File: src/hdl/aeg_pkg.sv
package aeg_pkg;

    // Default widths of the counter and of the internal fraction
    localparam int TICK_BITS_DEF = 17;
    localparam int FRAC_BITS_DEF = 23;

    // Fixed field widths
    localparam int CFG_W     = 17;
    localparam int LVL_W     = 16;
    localparam int CFG_IDX_W = 3;

    // Register file
    typedef logic [CFG_IDX_W-1:0] t_cfg_idx;

    localparam t_cfg_idx CFG_ATTACK_TICKS  = 3'd0;
    localparam t_cfg_idx CFG_DECAY_TICKS   = 3'd1;
    localparam t_cfg_idx CFG_RELEASE_TICKS = 3'd2;
    localparam t_cfg_idx CFG_ATTACK_LEVEL  = 3'd3;
    localparam t_cfg_idx CFG_SUSTAIN_LEVEL = 3'd4;

    localparam logic [CFG_W-1:0] TICKS_RST = 17'd19200;
    localparam logic [LVL_W-1:0] LEVEL_RST = 16'd32768;

    // Envelope segment, also the phase code on the output
    typedef enum logic [2:0] {
        SEG_IDLE    = 3'd0,
        SEG_ATTACK  = 3'd1,
        SEG_DECAY   = 3'd2,
        SEG_SUSTAIN = 3'd3,
        SEG_RELEASE = 3'd4
    } t_seg;

    // Sequencer states
    typedef enum logic [1:0] {
        ST_IDLE,
        ST_PREP,
        ST_DIV,
        ST_FIN
    } t_ctrl_state;

    // Commands from the sequencer to the datapath
    typedef struct packed {
        logic accept;
        logic prep;
        logic step;
        logic finish;
    } t_dp_cmd;

endpackage

File: src/hdl/aeg_ctrl.sv
module aeg_ctrl #(
    parameter int FRAC_BITS = aeg_pkg::FRAC_BITS_DEF
) (
    input  logic             i_clk,
    input  logic             i_rst_n,
    input  logic             i_valid,
    output logic             o_ready,
    output logic             o_valid,
    input  logic             i_ready,
    output aeg_pkg::t_dp_cmd o_cmd
);
    import aeg_pkg::*;

    localparam int DIV_STEPS = FRAC_BITS + 1;
    localparam int CNT_W     = $clog2(DIV_STEPS);

    t_ctrl_state      r_state, n_state;
    logic [CNT_W-1:0] r_cnt, n_cnt;
    logic             r_out_valid, n_out_valid;

    always_ff @(posedge i_clk) begin
        if (!i_rst_n) begin
            r_state     <= ST_IDLE;
            r_cnt       <= '0;
            r_out_valid <= 1'b0;
        end else begin
            r_state     <= n_state;
            r_cnt       <= n_cnt;
            r_out_valid <= n_out_valid;
        end
    end

    always_comb begin
        n_state     = r_state;
        n_cnt       = r_cnt;
        n_out_valid = r_out_valid && !i_ready;
        o_cmd       = '0;
        o_ready     = 1'b0;
        unique case (r_state)
            ST_IDLE: begin
                o_ready = 1'b1;
                if (i_valid) begin
                    o_cmd.accept = 1'b1;
                    n_state      = ST_PREP;
                end
            end
            ST_PREP: begin
                o_cmd.prep = 1'b1;
                n_cnt      = '0;
                n_state    = ST_DIV;
            end
            ST_DIV: begin
                o_cmd.step = 1'b1;
                n_cnt      = r_cnt + CNT_W'(1);
                if (r_cnt == CNT_W'(DIV_STEPS - 1)) begin
                    n_state = ST_FIN;
                end
            end
            ST_FIN: begin
                // wait for the output register to free up
                if (!r_out_valid || i_ready) begin
                    o_cmd.finish = 1'b1;
                    n_out_valid  = 1'b1;
                    n_state      = ST_IDLE;
                end
            end
            default: begin
                n_state = ST_IDLE;
            end
        endcase
    end

    assign o_valid = r_out_valid;

endmodule

File: src/hdl/aeg_dp.sv
module aeg_dp #(
    parameter int TICK_BITS = aeg_pkg::TICK_BITS_DEF,
    parameter int FRAC_BITS = aeg_pkg::FRAC_BITS_DEF
) (
    input  logic                       i_clk,
    input  logic                       i_rst_n,
    input  logic                       i_cfg_we,
    input  aeg_pkg::t_cfg_idx          i_cfg_idx,
    input  logic [aeg_pkg::CFG_W-1:0]  i_cfg_data,
    input  aeg_pkg::t_dp_cmd           i_cmd,
    input  logic                       i_gate,
    output logic [aeg_pkg::LVL_W-1:0]  o_level,
    output aeg_pkg::t_seg              o_phase
);
    import aeg_pkg::*;

    localparam int ENV_W     = FRAC_BITS + 1;
    localparam int DIF_W     = FRAC_BITS + 2;
    localparam int LVL_SHIFT = FRAC_BITS - 15;

    // Configuration registers
    logic [CFG_W-1:0] r_cfg_atk, r_cfg_dec, r_cfg_rel;
    logic [LVL_W-1:0] r_cfg_alvl, r_cfg_slvl;

    // Settings latched at note start
    logic [TICK_BITS-1:0] r_hold_atk, r_hold_dec, r_hold_rel;
    logic [LVL_W-1:0]     r_hold_alvl, r_hold_slvl;

    // Envelope state
    t_seg                 r_seg;
    logic [TICK_BITS-1:0] r_elapsed;
    logic [ENV_W-1:0]     r_env;

    // Per-tick working registers
    logic                 r_timed, r_neg;
    t_seg                 r_next;
    logic [TICK_BITS-1:0] r_len, r_dvs, r_rem;
    logic [ENV_W-1:0]     r_quo;

    // Output register
    logic [LVL_W-1:0] r_level;
    t_seg             r_phase;

    always_ff @(posedge i_clk) begin
        if (!i_rst_n) begin
            r_cfg_atk  <= TICKS_RST;
            r_cfg_dec  <= TICKS_RST;
            r_cfg_rel  <= TICKS_RST;
            r_cfg_alvl <= LEVEL_RST;
            r_cfg_slvl <= LEVEL_RST;
        end else if (i_cfg_we) begin
            unique case (i_cfg_idx)
                CFG_ATTACK_TICKS:  r_cfg_atk  <= i_cfg_data;
                CFG_DECAY_TICKS:   r_cfg_dec  <= i_cfg_data;
                CFG_RELEASE_TICKS: r_cfg_rel  <= i_cfg_data;
                CFG_ATTACK_LEVEL:  r_cfg_alvl <= i_cfg_data[LVL_W-1:0];
                CFG_SUSTAIN_LEVEL: r_cfg_slvl <= i_cfg_data[LVL_W-1:0];
                default: ;
            endcase
        end
    end

    // Gate handling on the accepted beat
    logic                 n_latch;
    t_seg                 n_seg_acc;
    logic [TICK_BITS-1:0] n_el_acc;

    always_comb begin
        n_latch   = (r_seg == SEG_IDLE) && i_gate;
        n_seg_acc = r_seg;
        n_el_acc  = r_elapsed;
        if (n_latch) begin
            n_seg_acc = SEG_ATTACK;
            n_el_acc  = '0;
        end
        if ((r_seg == SEG_ATTACK || r_seg == SEG_DECAY || r_seg == SEG_SUSTAIN) && !i_gate) begin
            n_seg_acc = SEG_RELEASE;
            n_el_acc  = '0;
        end
    end

    always_ff @(posedge i_clk) begin
        if (i_cmd.accept && n_latch) begin
            r_hold_atk  <= TICK_BITS'(r_cfg_atk);
            r_hold_dec  <= TICK_BITS'(r_cfg_dec);
            r_hold_rel  <= TICK_BITS'(r_cfg_rel);
            r_hold_alvl <= r_cfg_alvl;
            r_hold_slvl <= r_cfg_slvl;
        end
    end

    // Segment setup: length, target and the division operands
    logic                 n_timed;
    t_seg                 n_next;
    logic [TICK_BITS-1:0] n_len_raw, n_len, n_remain;
    logic [ENV_W-1:0]     n_target, n_mag;
    logic [DIF_W-1:0]     n_diff, n_diff_neg;

    always_comb begin
        n_timed   = 1'b1;
        n_len_raw = r_hold_atk;
        n_target  = ENV_W'(r_hold_alvl) << LVL_SHIFT;
        n_next    = SEG_DECAY;
        unique case (r_seg)
            SEG_ATTACK: begin
                n_len_raw = r_hold_atk;
                n_target  = ENV_W'(r_hold_alvl) << LVL_SHIFT;
                n_next    = SEG_DECAY;
            end
            SEG_DECAY: begin
                n_len_raw = r_hold_dec;
                n_target  = ENV_W'(r_hold_slvl) << LVL_SHIFT;
                n_next    = SEG_SUSTAIN;
            end
            SEG_RELEASE: begin
                n_len_raw = r_hold_rel;
                n_target  = '0;
                n_next    = SEG_IDLE;
            end
            default: begin
                // hold the level: zero step
                n_timed   = 1'b0;
                n_len_raw = '0;
                n_target  = r_env;
                n_next    = r_seg;
            end
        endcase
        n_len      = (n_len_raw == '0) ? TICK_BITS'(1) : n_len_raw;
        n_remain   = (r_elapsed < n_len) ? (n_len - r_elapsed) : TICK_BITS'(1);
        n_diff     = DIF_W'(n_target) - DIF_W'(r_env);
        n_diff_neg = -n_diff;
        n_mag      = n_diff[DIF_W-1] ? n_diff_neg[ENV_W-1:0] : n_diff[ENV_W-1:0];
    end

    // Restoring division, one quotient bit per step
    logic [TICK_BITS:0] n_shifted, n_trial;

    always_comb begin
        n_shifted = {r_rem, r_quo[ENV_W-1]};
        n_trial   = n_shifted - {1'b0, r_dvs};
    end

    always_ff @(posedge i_clk) begin
        if (i_cmd.prep) begin
            r_timed <= n_timed;
            r_next  <= n_next;
            r_len   <= n_len;
            r_neg   <= n_diff[DIF_W-1];
            r_dvs   <= n_remain;
            r_quo   <= n_mag;
            r_rem   <= '0;
        end else if (i_cmd.step) begin
            if (!n_trial[TICK_BITS]) begin
                r_rem <= n_trial[TICK_BITS-1:0];
                r_quo <= {r_quo[ENV_W-2:0], 1'b1};
            end else begin
                r_rem <= n_shifted[TICK_BITS-1:0];
                r_quo <= {r_quo[ENV_W-2:0], 1'b0};
            end
        end
    end

    // Step the level and advance the counter
    logic [DIF_W-1:0]     n_q, n_sum;
    logic [ENV_W-1:0]     n_env_new;
    logic [TICK_BITS-1:0] n_el_inc, n_el_fin;
    t_seg                 n_seg_fin;

    always_comb begin
        n_q       = r_neg ? -{1'b0, r_quo} : {1'b0, r_quo};
        n_sum     = {1'b0, r_env} + n_q;
        n_env_new = n_sum[ENV_W-1:0];
        n_el_inc  = r_elapsed + TICK_BITS'(1);
        n_el_fin  = r_elapsed;
        n_seg_fin = r_seg;
        if (r_timed) begin
            if (n_el_inc >= r_len || n_el_inc == '0) begin
                n_el_fin  = '0;
                n_seg_fin = r_next;
            end else begin
                n_el_fin  = n_el_inc;
            end
        end
    end

    always_ff @(posedge i_clk) begin
        if (!i_rst_n) begin
            r_seg     <= SEG_IDLE;
            r_elapsed <= '0;
            r_env     <= '0;
        end else if (i_cmd.accept) begin
            r_seg     <= n_seg_acc;
            r_elapsed <= n_el_acc;
        end else if (i_cmd.finish && r_timed) begin
            r_env     <= n_env_new;
            r_seg     <= n_seg_fin;
            r_elapsed <= n_el_fin;
        end
    end

    always_ff @(posedge i_clk) begin
        if (i_cmd.finish) begin
            r_level <= n_env_new[FRAC_BITS -: LVL_W];
            r_phase <= n_seg_fin;
        end
    end

    assign o_level = r_level;
    assign o_phase = r_phase;

endmodule

File: src/hdl/adsr_envelope_generator.sv
// Linear ADSR envelope generator: one gate beat in, one level beat out.
//
// Input channel (i_valid/o_ready, i_gate): one beat per audio sample tick.
// Output channel (o_valid/i_ready, o_level/o_phase): the envelope level
// after that tick in Q1.15, and the segment code (idle, attack, decay,
// sustain, release). Configuration goes through a plain write port
// (i_cfg_we, i_cfg_idx, i_cfg_data); write only while no beat is in flight.
// Times and levels take effect at the next note start.
//
// The step size is a signed restoring division that retires one quotient
// bit per cycle. Each beat passes through accept, operand setup, the
// division and the level update in that order, and the next beat is taken
// only after the level update.
//
// The result sits in an output register, so a new beat is taken while it
// waits; if the receiver stalls, the next result waits in the datapath and
// the input side closes until the output register frees up.
// Reset puts the envelope idle at level zero and restores the register
// defaults; no clearing pass is needed.
module adsr_envelope_generator #(
    parameter int TICK_BITS = aeg_pkg::TICK_BITS_DEF,
    parameter int FRAC_BITS = aeg_pkg::FRAC_BITS_DEF
) (
    input  logic                      i_clk,
    input  logic                      i_rst_n,
    input  logic                      i_cfg_we,
    input  aeg_pkg::t_cfg_idx         i_cfg_idx,
    input  logic [aeg_pkg::CFG_W-1:0] i_cfg_data,
    input  logic                      i_valid,
    output logic                      o_ready,
    input  logic                      i_gate,
    output logic                      o_valid,
    input  logic                      i_ready,
    output logic [aeg_pkg::LVL_W-1:0] o_level,
    output logic [2:0]                o_phase
);
    import aeg_pkg::*;

    // Accepted beat to o_valid sampled high
    localparam int LATENCY = FRAC_BITS + 4;

    t_dp_cmd dp_cmd;
    t_seg    dp_phase;

    // Sequencer: handshakes and division step count
    aeg_ctrl #(
        .FRAC_BITS (FRAC_BITS)
    ) u_ctrl (
        .i_clk   (i_clk),
        .i_rst_n (i_rst_n),
        .i_valid (i_valid),
        .o_ready (o_ready),
        .o_valid (o_valid),
        .i_ready (i_ready),
        .o_cmd   (dp_cmd)
    );

    // Datapath: registers, segment logic, divider, output register
    aeg_dp #(
        .TICK_BITS (TICK_BITS),
        .FRAC_BITS (FRAC_BITS)
    ) u_dp (
        .i_clk      (i_clk),
        .i_rst_n    (i_rst_n),
        .i_cfg_we   (i_cfg_we),
        .i_cfg_idx  (i_cfg_idx),
        .i_cfg_data (i_cfg_data),
        .i_cmd      (dp_cmd),
        .i_gate     (i_gate),
        .o_level    (o_level),
        .o_phase    (dp_phase)
    );

    assign o_phase = dp_phase;

    // o_valid must be high at the LATENCY delay after every accepted beat
    a_latency : assert property (@(posedge i_clk) disable iff (!i_rst_n)
        (i_valid && o_ready) |-> ##LATENCY o_valid)
        else $error("result missing after accepted beat");

    // Idle is only reached when release lands exactly on zero
    a_idle_zero : assert property (@(posedge i_clk) disable iff (!i_rst_n)
        (o_valid && o_phase == SEG_IDLE) |-> (o_level == '0))
        else $error("nonzero level while idle");

    // No new beat is taken during a division
    a_busy : assert property (@(posedge i_clk) disable iff (!i_rst_n)
        (i_valid && o_ready) |=> !o_ready)
        else $error("beat accepted while busy");

endmodule
File: config.mk
export PLATFORM = sky130hd
export DESIGN_NAME = adsr_envelope_generator
export DESIGN_NICKNAME = d
export VERILOG_FILES = /design/src/hdl/aeg_pkg.sv /design/src/hdl/aeg_ctrl.sv /design/src/hdl/aeg_dp.sv /design/src/hdl/adsr_envelope_generator.sv
export SDC_FILE = /design/constraint.sdc
export NUM_CORES = 1
export LEC_CHECK = 0
export ABC_AREA = 1
export BUFFER_PORTS_ARGS = -buffer_cell sky130_fd_sc_hd__buf_2
export CAP_MARGIN = 30
export CORE_UTILIZATION = 30
export CTS_BUF_LIST = sky130_fd_sc_hd__clkbuf_4 sky130_fd_sc_hd__clkbuf_8 sky130_fd_sc_hd__clkbuf_16
export DETAILED_ROUTE_END_ITERATION = 7
export PLACE_DENSITY = 0.51
export SLEW_MARGIN = 10
export SYNTH_ARGS = -nofsm -noshare
export SYNTH_HDL_FRONTEND = slang
export SYNTH_SLANG_ARGS = --single-unit
File: constraint.sdc
create_clock -name i_clk -period 5.6 [get_ports i_clk]
set_input_delay 0.28 -clock i_clk [delete_from_list [all_inputs] [get_ports i_clk]]
set_output_delay 0.28 -clock i_clk [all_outputs]
set_load 0.005 [all_outputs]
==> impl_metrics.tcl <==
set metrics [dict create \
    syn_inst 2253 \
    yosysMostFrequentCell "nand2_1" \
    ys.flop_type "edfxtp_1" \
    synth_area_leaders "edfxtp_1 28%, dfxtp_1 17%, nand2_1 10%" \
    io_pins 47 \
    clk_path_buf_depth 3 \
    outcome "finished, final reports clean" \
    synth_warnings 0 \
    ys_top_cells_by_count "483 x nand2_1, 271 x nor2_1, 258 x inv_1" \
    maxCapViolations 0 \
    seqCellArea_um2 8000 \
    start_util_pct 30.3 \
    tightestPinTransition_ns 0.969 \
    syn_avg_cell_area_um2 7.95 \
    max_stage_delay_ns 0.47 \
    htreeDepth 2 \
    fillers 6159 \
    gp_congestion 0.878 \
    setup-tns-final_ns 0 \
    power.leakage_nw 9.28 \
    hold_viol 0 \
    worst_setup_path_end_kind "flop" \
    syn2layout_area_growth_pct 14.6 \
    worst_slack_ns 1.07 \
    rows 89 \
    final_antenna_net_count 0 \
    vias 14900 \
    cts_made_buffers 39 \
    whs_path_depth 3 \
    root_buffer "clkbuf_16" \
    min_period_ns 4.53 \
    slew_viol_final 0 \
    hpwlAfterDp_um 37300 \
    async_flop_share_pct 0 \
    drive_gt1_share_pct 7.81 \
    critPathBufInv 4 \
    antenna_found_initial 1 \
    dieHeight_um 246 \
    crit_chain "inv_2 > nand3_1 > inv_1 > buf_8 > nand2_1 > nand3_1 > or2_2 > nor4_1 > nand4_1 > nand2_1 > inv_1 > ha_1 > fa_1 > o21ai_0 > a21oi_1 > nor3_1 > nor2_1 > o21ai_0 > or2_2 > a21oi_1" \
    min_period_over_period_pct 81.0 \
    clock_sinks 317 \
    synth_cell_type_count 59 \
    fp.dieArea_um2 60700 \
    final.setup_skew_ns 0.0298 \
    syn_nets 2382 \
    wl_per_cell_um 15.9 \
    yosys.area.top_type_share_pct 27.7 \
    r2r_cells 20 \
    cts_tree "done" \
    synth_edf_count 165 \
    synth_area_leader_cell "edfxtp_1" \
    grt_overflow 0 \
    clk_latency_ns 0.58 \
    p_per_area_nw_per_um2 583 \
    vias_per_cell 4.79 \
    setup.worst_path.start_class "flop" \
    cp.required_ns 5.90 \
    critPathTopFamily "simple AND/OR/NAND/NOR gates" \
    synth.ff_latch_count 317 \
    grt_pass1_wl_um 78400 \
    grt_max_degree 94 \
    grt_pass1_vias 14200 \
    dp_slack_ns 1.07 \
    core_um2 59000 \
    critical_path_class "reg -> reg" \
    track_usage_pct 16.5 \
    dr.pass1.iters 5 \
    cp_max_fo 17 \
    ff2ff_setup_slack_ns 1.07 \
    rsz0062_at_grt "false" \
    ys_seq_area_share_pct 44.6 \
    cp.depth 20 \
    clk_pin_slew_worst_paths_ns 0.06 \
    multi_input_area_um2 8670 \
    remaining_drc_errors 0 \
    setup_viol 0 \
    port_buffers 46 \
    drtIter0Drc 1040 \
    syn_area_um2 17900 \
    slowest_stage "dfxtp_1" \
    final_nets 2429 \
    fp.dieW_um 246 \
    post_cts_resized 0 \
    fmax_mhz 221 \
    relSlewSlack_pct 35.4 \
    crit_arrival_ns 4.83 \
    worstHoldPathType "in -> reg" \
    n_antenna_cell 0 \
    ir_worst_vdd_mv 0.252 \
    wl_um 49200 \
]
metrics by stage:
stage                     instance area (µm²)  util, %  std cells  total power, mW  hold WS [ns]
after detailed placement                19000     32.3       3028             9.20         0.410
after floorplan                         17900        -       2253             7.70         0.393
after global placement                  19000     32.2       3025             9.10         0.408
after global routing                    20500     34.8       3104             13.0        0.0215
after CTS                               20500     34.7       3102             12.0       0.00394
final                                   20500     34.8       3104             12.0        0.0352
report_power, final:
| part | total (mW) | internal (mW) | switching [mW] | leakage, nW |
|---|---|---|---|---|
| Clock | 2.78 | 1.71 | 1.06 | 0.706 |
| Sequential | 3.37 | 3.09 | 0.282 | 2.77 |
| Combinational | 5.83 | 1.93 | 3.91 | 5.80 |
| Total | 12.0 | 6.73 | 5.25 | 9.28 |
layout make-up:
| type | instances | share of cell area (%) |
|---|---|---|
| multi-input cells | 1606 | 42.2 |
| repair buffers | 66 | 2.13 |
| well taps | 773 | 4.71 |
| clock inverters | 23 | 1.63 |
| flip-flops and latches | 317 | 38.9 |
| inverters | 270 | 4.94 |
| clock buffers | 49 | 5.41 |
path summary, 6_finish.rpt:
path / start / to
max: u_dp.r_seg[2] / u_dp.r_dvs[14]
min: i_cfg_data[13] / u_dp.r_cfg_alvl[13]
max reg2reg: u_dp.r_seg[2] / u_dp.r_dvs[14]
min reg2reg: u_dp.r_cfg_alvl[8] / u_dp.r_hold_alvl[8]
metal layers:
metal | global-route usage, % | wire length [µm] | up-vias
met2 | 24.4 | 20300 | 338
met3 | 2.55 | 2460 | 73
met5 | 0 | 13 | -
met1 | 24.3 | 25200 | 6847
li1 | - | - | 7612
met4 | 4.74 | 1220 | 2
placed cells by master, fill, tap and decap left out, types with 41 or more instances in the layout:
cell       count
a21oi_1      163
buf_2         46
clkbuf_16     41
dfxtp_1      152
edfxtp_1     165
ha_1          99
inv_1        257
nand2_1      483
nand3_1      123
nor2_1       270
o21ai_0      169
xor2_1        63
tightest hold or removal path: stages:
cell	delay (ns)
buf_2	0.15
nor2_1	0.06
nor2_1	0.08
sequential cells by signal (all words and copies together) (netlist names), 3 cells and up:
register          flops
u_dp.r_hold_atk      17
u_dp.r_hold_rel      17
u_ctrl.r_cnt          5
u_dp.r_hold_alvl     16
u_dp.r_rem           17
u_dp.r_env           24
u_dp.r_next           3
u_dp.r_cfg_atk       17
u_dp.r_hold_slvl     16
u_dp.r_cfg_slvl      16
u_dp.r_cfg_alvl      16
u_dp.r_cfg_rel       17
u_dp.r_len           17
u_dp.o_level         16
u_dp.r_hold_dec      17
u_dp.r_dvs           17
u_dp.o_phase          3
u_dp.r_seg            3
u_dp.r_cfg_dec       17
u_dp.r_quo           24
u_dp.r_elapsed       17
what timing repair did:
action                                 in CTS  in global routing
buffers inserted                            0                  0
endpoints found under the hold margin       4                  0
hold buffers                                2                  0
logic make-up after synthesis:
group                    Yosys count  share of synthesized area (%)
AO/OA/AOI/OAI                    435                           13.7
adder cells (fa/ha/maj)          103                           7.32
XOR/XNOR                          92                           4.50
flip-flops                       317                           44.6
buffers and inverters            330                           7.08
AND/OR/NAND/NOR                  976                           22.8
(Power assumes the default switching activity.)
